File: src/hdl/lidar_point_fov_filter_macros.svh
// Assertion helpers for the lidar field-of-view filter.
// Every helper samples on the rising edge of clk and is quiet while rst_n is low.
`ifndef LIDAR_POINT_FOV_FILTER_MACROS_SVH
`define LIDAR_POINT_FOV_FILTER_MACROS_SVH

// When ante holds, cons must hold at the same edge.
`define LPF_ASSERT_IMPLIES(lbl, ante, cons, msg) \
  lbl: assert property (@(posedge clk) disable iff (!rst_n) (ante) |-> (cons)) \
    else $error(msg);

// cond must never hold.
`define LPF_ASSERT_NEVER(lbl, cond, msg) \
  lbl: assert property (@(posedge clk) disable iff (!rst_n) !(cond)) \
    else $error(msg);

`endif

File: src/hdl/lpf_pkg.sv
package lpf_pkg;

  localparam int COORD_BITS     = 20;
  localparam int TRIG_FRAC_BITS = 15;
  localparam int TRIG_BITS      = TRIG_FRAC_BITS + 1;
  localparam int RANGE_BITS     = 40;
  // Width of the point after the yaw turn and after the pitch turn.
  localparam int X1_W           = COORD_BITS + 2;
  localparam int X2_W           = COORD_BITS + 4;
  localparam int CFG_IDX_W      = 3;
  localparam int CFG_DATA_W     = RANGE_BITS;
  // Cycles from an accepted start to the result strobe.
  localparam int PIPE_LAT       = 8;

  typedef enum logic [CFG_IDX_W-1:0] {
    CFG_COS_YAW      = 3'd0,
    CFG_SIN_YAW      = 3'd1,
    CFG_COS_TILT     = 3'd2,
    CFG_SIN_TILT     = 3'd3,
    CFG_HEIGHT_LIMIT = 3'd4,
    CFG_MIN_RANGE_SQ = 3'd5,
    CFG_MAX_RANGE_SQ = 3'd6,
    CFG_COS_HALF_FOV = 3'd7
  } lpf_cfg_idx_t;

  typedef struct packed {
    logic signed [COORD_BITS-1:0] x_in;
    logic signed [COORD_BITS-1:0] y_in;
    logic signed [COORD_BITS-1:0] z_in;
  } lpf_in_t;

  typedef struct packed {
    logic                         keep;
    logic signed [COORD_BITS-1:0] x_out;
    logic signed [COORD_BITS-1:0] y_out;
    logic signed [COORD_BITS-1:0] z_out;
  } lpf_out_t;

  typedef struct packed {
    logic signed [TRIG_BITS-1:0]  cos_yaw;
    logic signed [TRIG_BITS-1:0]  sin_yaw;
    logic signed [TRIG_BITS-1:0]  cos_tilt;
    logic signed [TRIG_BITS-1:0]  sin_tilt;
    logic signed [COORD_BITS-1:0] height_limit;
    logic [RANGE_BITS-1:0]        min_range_sq;
    logic [RANGE_BITS-1:0]        max_range_sq;
    logic signed [TRIG_BITS-1:0]  cos_half_fov;
  } lpf_cfg_t;

  localparam lpf_cfg_t CFG_RESET = '{
    cos_yaw:      {1'b0, {(TRIG_BITS-1){1'b1}}},
    sin_yaw:      '0,
    cos_tilt:     {1'b0, {(TRIG_BITS-1){1'b1}}},
    sin_tilt:     '0,
    height_limit: {1'b0, {(COORD_BITS-1){1'b1}}},
    min_range_sq: '0,
    max_range_sq: {RANGE_BITS{1'b1}},
    cos_half_fov: {1'b1, {(TRIG_BITS-1){1'b0}}}
  };

endpackage

File: src/hdl/lpf_cfg.sv
module lpf_cfg import lpf_pkg::*; (
  input  logic                  clk,
  input  logic                  rst_n,
  input  logic                  cfg_valid,
  output logic                  cfg_ready,
  input  logic [CFG_IDX_W-1:0]  cfg_index,
  input  logic [CFG_DATA_W-1:0] cfg_data,
  output lpf_cfg_t              cfg_o
);

  lpf_cfg_t cfg_r;
  lpf_cfg_t cfg_nxt;
  logic     wr_en;

  // Writes never wait.
  assign cfg_ready = 1'b1;
  assign wr_en     = cfg_valid & cfg_ready;

  always_comb begin
    cfg_nxt = cfg_r;
    if (wr_en) begin
      unique case (lpf_cfg_idx_t'(cfg_index))
        CFG_COS_YAW:      cfg_nxt.cos_yaw      = cfg_data[TRIG_BITS-1:0];
        CFG_SIN_YAW:      cfg_nxt.sin_yaw      = cfg_data[TRIG_BITS-1:0];
        CFG_COS_TILT:     cfg_nxt.cos_tilt     = cfg_data[TRIG_BITS-1:0];
        CFG_SIN_TILT:     cfg_nxt.sin_tilt     = cfg_data[TRIG_BITS-1:0];
        CFG_HEIGHT_LIMIT: cfg_nxt.height_limit = cfg_data[COORD_BITS-1:0];
        CFG_MIN_RANGE_SQ: cfg_nxt.min_range_sq = cfg_data[RANGE_BITS-1:0];
        CFG_MAX_RANGE_SQ: cfg_nxt.max_range_sq = cfg_data[RANGE_BITS-1:0];
        CFG_COS_HALF_FOV: cfg_nxt.cos_half_fov = cfg_data[TRIG_BITS-1:0];
      endcase
    end
  end

  always_ff @(posedge clk) begin
    if (!rst_n) begin
      cfg_r <= CFG_RESET;
    end else begin
      cfg_r <= cfg_nxt;
    end
  end

  assign cfg_o = cfg_r;

endmodule

File: config.mk
export PLATFORM = sky130hd
export DESIGN_NAME = lpf_cfg
export DESIGN_NICKNAME = d
export VERILOG_FILES = /design/src/hdl/lidar_point_fov_filter_macros.svh /design/src/hdl/lpf_pkg.sv /design/src/hdl/lpf_cfg.sv
export SDC_FILE = /design/constraint.sdc
export NUM_CORES = 1
export LEC_CHECK = 0
export ABC_AREA = 1
export ABC_CLOCK_PERIOD_IN_PS = 2600
export BUFFER_PORTS_ARGS = -buffer_cell sky130_fd_sc_hd__buf_2
export CAP_MARGIN = 20
export CELL_PAD_IN_SITES_DETAIL_PLACEMENT = 0
export CELL_PAD_IN_SITES_GLOBAL_PLACEMENT = 1
export CORE_MARGIN = 2
export CORE_UTILIZATION = 37
export DETAILED_ROUTE_END_ITERATION = 8
export PLACE_DENSITY = 0.88
export SYNTH_ARGS = -nofsm -noshare
export SYNTH_HDL_FRONTEND = slang
export SYNTH_SLANG_ARGS = --single-unit
File: constraint.sdc
create_clock -name clk -period 2.6 [get_ports clk]
set_clock_uncertainty 0.05 [all_clocks]
set_input_delay 0 -clock clk [delete_from_list [all_inputs] [get_ports clk]]
set_output_delay 0 -clock clk [all_outputs]
set_load 0.01 [all_outputs]
==> flow_metrics.env <==
export IMPL_rows=49
export IMPL_design_area_sq_um=9110
export IMPL_drive_above_1_share_pct=23.2
export IMPL_largest_reg_flops=180
export IMPL_rrSetupSlack_ns=1.39
export IMPL_drt_iter0_markers=510
export IMPL_vias=6677
export IMPL_area_growth_pct=35.8
export IMPL_worst_ep_required_time_ns=2.92
export IMPL_worstSetupEndpointType="register"
export IMPL_yosys_warnings=0
export IMPL_crit_fanout=40
export IMPL_setup_violations_final=0
export IMPL_grt_pass1_vias=6153
export IMPL_core_sq_um=17900
export IMPL_die_x_um=139
export IMPL_worstHoldPathType="primary input to register"
export IMPL_synth_top_area_share_pct=53.7
export IMPL_wl_um=21600
export IMPL_seq_area_frac_synth_pct=53.7
export IMPL_cts_tree="done"
export IMPL_power_density_nw_per_um2=684
export IMPL_clock_fmax_mhz=441
export IMPL_p_leak_nw=4.54
export IMPL_die_y_um=139
export IMPL_ff_latch_area_sq_um=3600
export IMPL_clock_latency_ns=0.42
export IMPL_final_nets=1230
export IMPL_syn_inst=938
export IMPL_grt_max_degree=87
export IMPL_track_usage_pct=22.4
export IMPL_wl_per_cell_um=15.1
export IMPL_path_class="primary input to register"
export IMPL_io_pins=227
export IMPL_cts_buffer_depth=2
export IMPL_max_cap_viol_count=0
export IMPL_yosys_top_cells_area="dfxtp_1 54%, nand2_1 16%, nand3_1 12%"
export IMPL_filler_cell_count=1817
export IMPL_cts_sinks=180
export IMPL_cp_arrival_ns=2.59
export IMPL_slew_headroom_pct=54.9
export IMPL_clock_tree_root_cell="clkbuf_16"
export IMPL_start_kind="primary input"
export IMPL_netlist_area_sq_um=6710
export IMPL_netlist_cell_type_count=14
export IMPL_grt_overflow_total=0
export IMPL_tightestPinTransition_ns=0.676
export IMPL_numPortBuffers=225
export IMPL_synth_top_area_cell="dfxtp_1"
export IMPL_hpwl_um=13900
export IMPL_place_area_sq_um=8010
export IMPL_dieArea_sq_um=19200
export IMPL_ctsHoldBuffers=48
export IMPL_gp_congestion=0.883
export IMPL_rsz0062_at_grt="no"
export IMPL_finalHoldViolations=0
export IMPL_multi_input_area_sq_um=2690
export IMPL_cts_resized=0
export IMPL_status="complete, no violations"
export IMPL_antenna_found_initial=2
export IMPL_post_cts_buffers=0
export IMPL_vias_per_cell=4.68
export IMPL_period_needed_ns=2.27
export IMPL_grt_pass1_wl_um=34000
export IMPL_start_util_pct=37.5
export IMPL_ir_drop_v=0.000444
export IMPL_h_tree_depth=4
export IMPL_drc=0
export IMPL_period_share_pct=87.2
export IMPL_syn_area_per_cell_sq_um=7.15
export IMPL_drt_first_pass_iters=5
export IMPL_clk_pin_slew_ns=0.07
export IMPL_numCtsBuffers=17
export IMPL_drv_slew=0
export IMPL_setup_tns_final_ns=0
export IMPL_postRouteAntennaNets=0
export IMPL_syn_nets=984
export IMPL_ys_ff_latch=180
## path summary, 6_finish.rpt
path,to,cells after the start,start
setup / recovery,cfg_o[52],9,cfg_index[2]
hold / removal,cfg_o[76],5,cfg_index[1]
setup reg to reg,cfg_o[54],3,cfg_o[54]
hold reg to reg,cfg_o[23],2,cfg_o[23]
## cell families after synthesis
family | synth area share, %
buf+inv | 6.55
flops | 53.7
compound gates | 0.0745
simple gates | 39.6
other cells | 0.0559
## layout by cell type, fill, tap and decap left out
cell           count
buf_12             2
buf_2            224
buf_4             11
buf_6              1
bufinv_16          3
clkbuf_16         17
clkbuf_8           1
clkinv_2           3
clkinv_4           2
clkinvlp_4         2
conb_1             1
dfxtp_1          180
diode_2            2
dlygate4sd3_1     48
inv_1             45
inv_2              1
inv_6              3
inv_8              1
nand2_1          293
nand2_2            1
nand3_1          165
nor2_1           186
nor2_2             3
nor2_4             3
o21ai_0            1
## final cells by class
cell class	count	area share, %
antenna	2	0.0549
clock inverter	14	1.92
clock buffer	18	4.82
multi-input combinational	653	29.5
timing repair buffer	286	19.1
tap	229	3.15
inverter	46	1.90
sequential	180	39.6
## report_power, final
part | switching, mW | internal [mW] | leakage (nW)
clock | 1.13 | 1.55 | 0.299
sequential | 0.0492 | 2.86 | 1.47
combinational | 0.397 | 0.242 | 2.77
## metal layers
metal	vias to the layer above	track usage (%)	share of wire, %
li1	3403	-	-
met1	2999	30.3	45
met2	235	34.1	45
met3	40	6.18	7.0
met4	0	8.88	3.2
met5	-	0	0
## critical path, stage by stage
cell and delay [ns]:
dlygate4sd3_1 0.53, buf_2 0.14, nand2_1 0.32, inv_2 0.29, nand2_1 0.14, buf_4 0.39, nand2_1 0.11, nand3_1 0.09
dlygate4sd3_1 0.56
## cells in the mapped netlist (all sizes together)
cell / instances
conb: 1
dfxtp: 180
o21ai: 1
nand3: 165
buf: 41
nor2: 192
inv: 46
nand2: 294
clkbuf: 18
## stage by stage
stage	hold WS, ns	power, mW	setup slack (ns)	instances	utilization [%]
after floorplan	0.0632	3.29	1.71	938	-
after global placement	0.181	3.55	1.06	1346	44.7
after detailed placement	0.184	3.55	1.03	1346	44.7
after CTS	0.00899	6.29	0.399	1426	50.9
after global routing	0.0428	6.50	0.174	1428	50.9
final	0.0217	6.23	0.333	1428	50.9
(Power assumes the default switching activity.)
