$ cat config.mk
export PLATFORM = sky130hd
export DESIGN_NAME = lpf_rot
export DESIGN_NICKNAME = d
export VERILOG_FILES = /design/src/hdl/lidar_point_fov_filter_macros.svh /design/src/hdl/lpf_pkg.sv /design/src/hdl/lpf_rot.sv
export SDC_FILE = /design/constraint.sdc
export NUM_CORES = 2
export LEC_CHECK = 0
export BUFFER_PORTS_ARGS = -buffer_cell sky130_fd_sc_hd__buf_4
export CAP_MARGIN = 5
export CORE_ASPECT_RATIO = 1.2
export CORE_MARGIN = 1.5
export CORE_UTILIZATION = 32
export CTS_CLUSTER_DIAMETER = 100
export DETAILED_ROUTE_END_ITERATION = 8
export HOLD_SLACK_MARGIN = 0.05
export PLACE_DENSITY = 0.48
export SLEW_MARGIN = 0
export SYNTH_ARGS = -nofsm -noshare
export SYNTH_HDL_FRONTEND = slang
export SYNTH_SLANG_ARGS = --single-unit
$ cat constraint.sdc
create_clock -name clk -period 16.3 [get_ports clk]
set_input_delay 4.075 -clock clk [delete_from_list [all_inputs] [get_ports clk]]
set_output_delay 4.075 -clock clk [all_outputs]
set_load 0.005 [all_outputs]
$ cat src/hdl/lidar_point_fov_filter_macros.svh
// Assertion helpers for the lidar field-of-view filter.
// Every helper samples on the rising edge of clk and is quiet while rst_n is low.
`ifndef LIDAR_POINT_FOV_FILTER_MACROS_SVH
`define LIDAR_POINT_FOV_FILTER_MACROS_SVH

// When ante holds, cons must hold at the same edge.
`define LPF_ASSERT_IMPLIES(lbl, ante, cons, msg) \
  lbl: assert property (@(posedge clk) disable iff (!rst_n) (ante) |-> (cons)) \
    else $error(msg);

// cond must never hold.
`define LPF_ASSERT_NEVER(lbl, cond, msg) \
  lbl: assert property (@(posedge clk) disable iff (!rst_n) !(cond)) \
    else $error(msg);

`endif

$ cat src/hdl/lpf_pkg.sv
package lpf_pkg;

  localparam int COORD_BITS     = 20;
  localparam int TRIG_FRAC_BITS = 15;
  localparam int TRIG_BITS      = TRIG_FRAC_BITS + 1;
  localparam int RANGE_BITS     = 40;
  // Width of the point after the yaw turn and after the pitch turn.
  localparam int X1_W           = COORD_BITS + 2;
  localparam int X2_W           = COORD_BITS + 4;
  localparam int CFG_IDX_W      = 3;
  localparam int CFG_DATA_W     = RANGE_BITS;
  // Cycles from an accepted start to the result strobe.
  localparam int PIPE_LAT       = 8;

  typedef enum logic [CFG_IDX_W-1:0] {
    CFG_COS_YAW      = 3'd0,
    CFG_SIN_YAW      = 3'd1,
    CFG_COS_TILT     = 3'd2,
    CFG_SIN_TILT     = 3'd3,
    CFG_HEIGHT_LIMIT = 3'd4,
    CFG_MIN_RANGE_SQ = 3'd5,
    CFG_MAX_RANGE_SQ = 3'd6,
    CFG_COS_HALF_FOV = 3'd7
  } lpf_cfg_idx_t;

  typedef struct packed {
    logic signed [COORD_BITS-1:0] x_in;
    logic signed [COORD_BITS-1:0] y_in;
    logic signed [COORD_BITS-1:0] z_in;
  } lpf_in_t;

  typedef struct packed {
    logic                         keep;
    logic signed [COORD_BITS-1:0] x_out;
    logic signed [COORD_BITS-1:0] y_out;
    logic signed [COORD_BITS-1:0] z_out;
  } lpf_out_t;

  typedef struct packed {
    logic signed [TRIG_BITS-1:0]  cos_yaw;
    logic signed [TRIG_BITS-1:0]  sin_yaw;
    logic signed [TRIG_BITS-1:0]  cos_tilt;
    logic signed [TRIG_BITS-1:0]  sin_tilt;
    logic signed [COORD_BITS-1:0] height_limit;
    logic [RANGE_BITS-1:0]        min_range_sq;
    logic [RANGE_BITS-1:0]        max_range_sq;
    logic signed [TRIG_BITS-1:0]  cos_half_fov;
  } lpf_cfg_t;

  localparam lpf_cfg_t CFG_RESET = '{
    cos_yaw:      {1'b0, {(TRIG_BITS-1){1'b1}}},
    sin_yaw:      '0,
    cos_tilt:     {1'b0, {(TRIG_BITS-1){1'b1}}},
    sin_tilt:     '0,
    height_limit: {1'b0, {(COORD_BITS-1){1'b1}}},
    min_range_sq: '0,
    max_range_sq: {RANGE_BITS{1'b1}},
    cos_half_fov: {1'b1, {(TRIG_BITS-1){1'b0}}}
  };

endpackage

$ cat src/hdl/lpf_rot.sv
module lpf_rot import lpf_pkg::*; #(
  parameter int A_W    = 20,
  parameter int SIDE_W = 20
) (
  input  logic                     clk,
  input  logic                     rst_n,
  input  logic                     vld_i,
  input  logic signed [A_W-1:0]    a_i,
  input  logic signed [A_W-1:0]    b_i,
  input  logic signed [TRIG_BITS-1:0] c_i,
  input  logic signed [TRIG_BITS-1:0] s_i,
  input  logic signed [SIDE_W-1:0] side_i,
  output logic                     vld_o,
  output logic signed [A_W+1:0]    ra_o,
  output logic signed [A_W+1:0]    rb_o,
  output logic signed [SIDE_W-1:0] side_o
);

  localparam int P_W = A_W + TRIG_BITS;
  localparam int S_W = P_W + 1;
  localparam logic signed [S_W-1:0] RND_HALF = S_W'(1) <<< (TRIG_FRAC_BITS - 1);

  logic signed [P_W-1:0]    ac_r, bs_r, as_r, bc_r;
  logic signed [SIDE_W-1:0] side1_r, side2_r;
  logic                     vld1_r, vld2_r;
  logic signed [S_W-1:0]    sum_a, sum_b;
  logic signed [A_W+1:0]    ra_r, rb_r;

  // Stage one: the four products.
  always_ff @(posedge clk) begin
    ac_r    <= P_W'(a_i) * P_W'(c_i);
    bs_r    <= P_W'(b_i) * P_W'(s_i);
    as_r    <= P_W'(a_i) * P_W'(s_i);
    bc_r    <= P_W'(b_i) * P_W'(c_i);
    side1_r <= side_i;
  end

  // Stage two: exact sums, then round half up by dropping the fraction.
  assign sum_a = S_W'(ac_r) - S_W'(bs_r) + RND_HALF;
  assign sum_b = S_W'(as_r) + S_W'(bc_r) + RND_HALF;

  always_ff @(posedge clk) begin
    ra_r    <= sum_a[S_W-1:TRIG_FRAC_BITS];
    rb_r    <= sum_b[S_W-1:TRIG_FRAC_BITS];
    side2_r <= side1_r;
  end

  always_ff @(posedge clk) begin
    if (!rst_n) begin
      vld1_r <= 1'b0;
      vld2_r <= 1'b0;
    end else begin
      vld1_r <= vld_i;
      vld2_r <= vld1_r;
    end
  end

  assign vld_o  = vld2_r;
  assign ra_o   = ra_r;
  assign rb_o   = rb_r;
  assign side_o = side2_r;

endmodule

==> results.md <==
* Crit end category: register
* Starting density of the core at 0.323
* Worst Setup SP: s_i[15]
* Hold wc startpoint: side1_r[17]
* #FFs+latches synth at between 200 and 250
* Source of the worst register-to-register timing path: bs_r[13]
* HPWL Detailed at 113 mm
* Post-synth ARST share at 0
* Routed Antenna Nets at 0
* Clock Latency Late Sink at between 600 and 700 ps
* Post-synthesis sequential area ratio at 0.0835
* CP max-delay cell: fa_1
* Post-synthesis cell type count at ~70
* Num CTS Buffers at 36
* Clk pin slew, worst setup/hold paths at about 50 ps
* GR Overflow Total at 0
* Fin. max-slew vios at 0
* Full die area at about 170,000 um^2
* Avg Synthesized Cell Area at slightly above 9 um^2
* CTS Root Cell: clkbuf_16
* Chip height at roughly 460 um
* Main flop type after synthesis: dfxtp_1
* Number of global-route vias before repair at about 43,000
* Slew @ Worst Pin at about 960 ps
* Final Hold Vio Count at 0
* Post-cts sizing count at 0
* Synthesized area at around 55,000 um^2
* Most frequent cells in the layout: inv_1, fa_1, nand2_1
* Yosys warning count at 0
* First-pass GRT wire length at between 200 and 250 mm
* Vias at 37,994
* Largest net degree at the start of global routing at 41
* Final setup margin at a little under 6000 ps
* Hold-fix buffers, CTS at 0
* Crit path top cell by count: fa_1
* Core box area at roughly 170,000 um^2
* Final Cycle Share at 0.641
* Slew headroom at 0.355
* MaxCap Viol Count at 0
* Cell count after synthesis at approximately 5,900
* Core Util, Final at 0.349
* CTS sink cnt at 230
* FMAX at about 0.096 GHz
* Worst Path Class, Setup: in -> reg
* TritonCTS clock tree: built
* Setup bufs post-CTS at 0
* Max Root-Sink Buffers at 3
* CP required at between 15,000 and 20,000 ps
* Wirelength per Cell at about 18 um
* Initial antenna violation count at 12
* IO Port Bufs at about 160
* Pre-CTS setup slack at 5250 ps
* Vias per Instance at 4.64
* Residual DRC at 0
* Crit path time final at approximately 10,000 ps
* Skew final at around 37 ps
* Post-synthesis to final-layout area growth at 8.04%
* DRT iter0 DRCs at roughly 1,600
* Post-synth top area cell: fa_1
* Post-synth EDFFs at 0
* Worst hold path class: reg -> reg
* Gr usage total at 0.174
* Crit path DAT at between 10,000 and 15,000 ps
* Share of the synthesized area in the top cell type at 0.462
* Std cell rows at roughly 170
* I/O pins at 160
* Critical Path Fanout Max at 33
* Share of cells above drive strength 1 at 0.0407
* Die X at ~380 um
* # fillers at between 15,000 and 20,000
* Critical path buffers and inverters at 5
* Most common cell after layout, fill and taps aside: inv_1
* Unrepaired setup endpoints after global routing: false
* Synth area leaders: fa_1, ha_1, inv_1
* Top delay family on crit path: adder cells
* Final setup fails at 0
* First drt pass iteration count at 5
* Status: finished, final reports clean
* Syn nets at 7,808
* Setup TNS at 0 ps
* H-tree lvl count at 2
* Fin Hold WS at approximately 320 ps
* Crit-path cells: buf_4 > inv_1 > buf_4 > nor2_1 > fa_1 > fa_1 > fa_1 > fa_1 > fa_1 > inv_1 > fa_1 > inv_1 > ha_1 > and4_1 > and2_1 > a32oi_1 > a21oi_1 > o41a_1 > o21ai_0 > o21ai_0 > a2111oi_0 > nor3_1
* Total Nets Final at 7,760
* WL final at between 100 and 150 mm
* Max incr delay on CP at ~520 ps
* CP Launch Type: input pin
* Final GP Congestion at between 0.8 and 0.9
## area by class of cell
type | instances | area (um^2) | share of cell area
Antenna cell | 7 | 17.5 | 0.000294
Clock buffer | 45 | 995 | 0.0167
Clock inverter | 18 | 298 | 0.00500
Inverter | 1476 | 5540 | 0.0930
Multi-Input combinational cell | 3989 | 44100 | 0.740
Sequential cell | 230 | 4600 | 0.0773
Tap cell | 2268 | 2840 | 0.0476
Timing Repair Buffer | 162 | 1220 | 0.0204
## cell families after synthesis
family,Yosys count,share of synthesized area
AO/OA/AOI/OAI,438,0.0525
XOR/XNOR,190,0.0302
adder cells (fa/ha/maj),1770,0.575
buffers and inverters,1724,0.117
flip-flops,230,0.0835
AND/OR/NAND/NOR,1591,0.141
## cells in the mapped netlist, types with 3 or more instances
library cell / count
a2111oi_0: 3
a211o_1: 4
a211oi_1: 25
a21boi_0: 9
a21o_1: 57
a21oi_1: 133
a221o_1: 3
a311oi_1: 6
a31o_2: 4
a31oi_1: 11
and2_1: 602
and3_1: 18
and4_1: 3
clkbuf_1: 246
dfxtp_1: 230
fa_1: 1272
ha_1: 498
inv_1: 1475
nand2_1: 676
nand2b_1: 30
nand3_1: 31
nand4_1: 11
nor2_1: 166
nor2b_1: 19
nor3_1: 22
o2111a_1: 4
o2111ai_1: 3
o211ai_1: 9
o21a_1: 18
o21ai_0: 75
o21bai_1: 22
o31a_1: 5
o31ai_1: 8
or2_2: 3
or3_1: 3
xnor2_1: 145
xor2_1: 45
## flip-flops by register name, summed over array words and instances (netlist names)
| signal | cells |
|---|---|
| ac_r | 36 |
| side_o | 20 |
| vld_o | 1 |
| side1_r | 20 |
| as_r | 36 |
| vld1_r | 1 |
| rb_o | 22 |
| ra_o | 22 |
| bs_r | 36 |
| bc_r | 36 |
## worst paths after layout
check | to | slack, ps | cells after the start
setup / recovery | as_r[33] | 5860 | 22
hold / removal | side_o[17] | 320 | 0
setup reg to reg | ra_o[21] | 12490 | 13
hold reg to reg | side_o[17] | 320 | 0
## per-layer routing
metal | share of wire | vias up | GRT usage
met5 | 0.00033 | - | 0
met4 | 0.033 | 8 | 0.0543
met3 | 0.033 | 163 | 0.0162
met2 | 0.53 | 671 | 0.322
met1 | 0.41 | 19843 | 0.211
li1 | - | 17309 | -
## per-stage QoR
stage                     std cells  cell area (um^2)
final                          8195             59600
after global routing           8192             59600
after CTS                      8188             59500
after detailed placement       8125             58300
after floorplan                5943             55100
after global placement         8125             58300
## worst reg2reg max path, stage by stage (launching register included)
cell	delay (ps)
dfxtp_1	310
inv_1	40
ha_1	270
ha_1	290
a21o_1	160
a21oi_1	230
o2111ai_1	170
o21ai_0	780
o311a_1	380
o31ai_1	160
a21oi_1	370
o211ai_1	200
a21oi_1	200
xor2_1	150
Power is left out: the tool's default activity adds up to more than one toggle a clock period on the data nets, which glitch-free logic cannot reach.
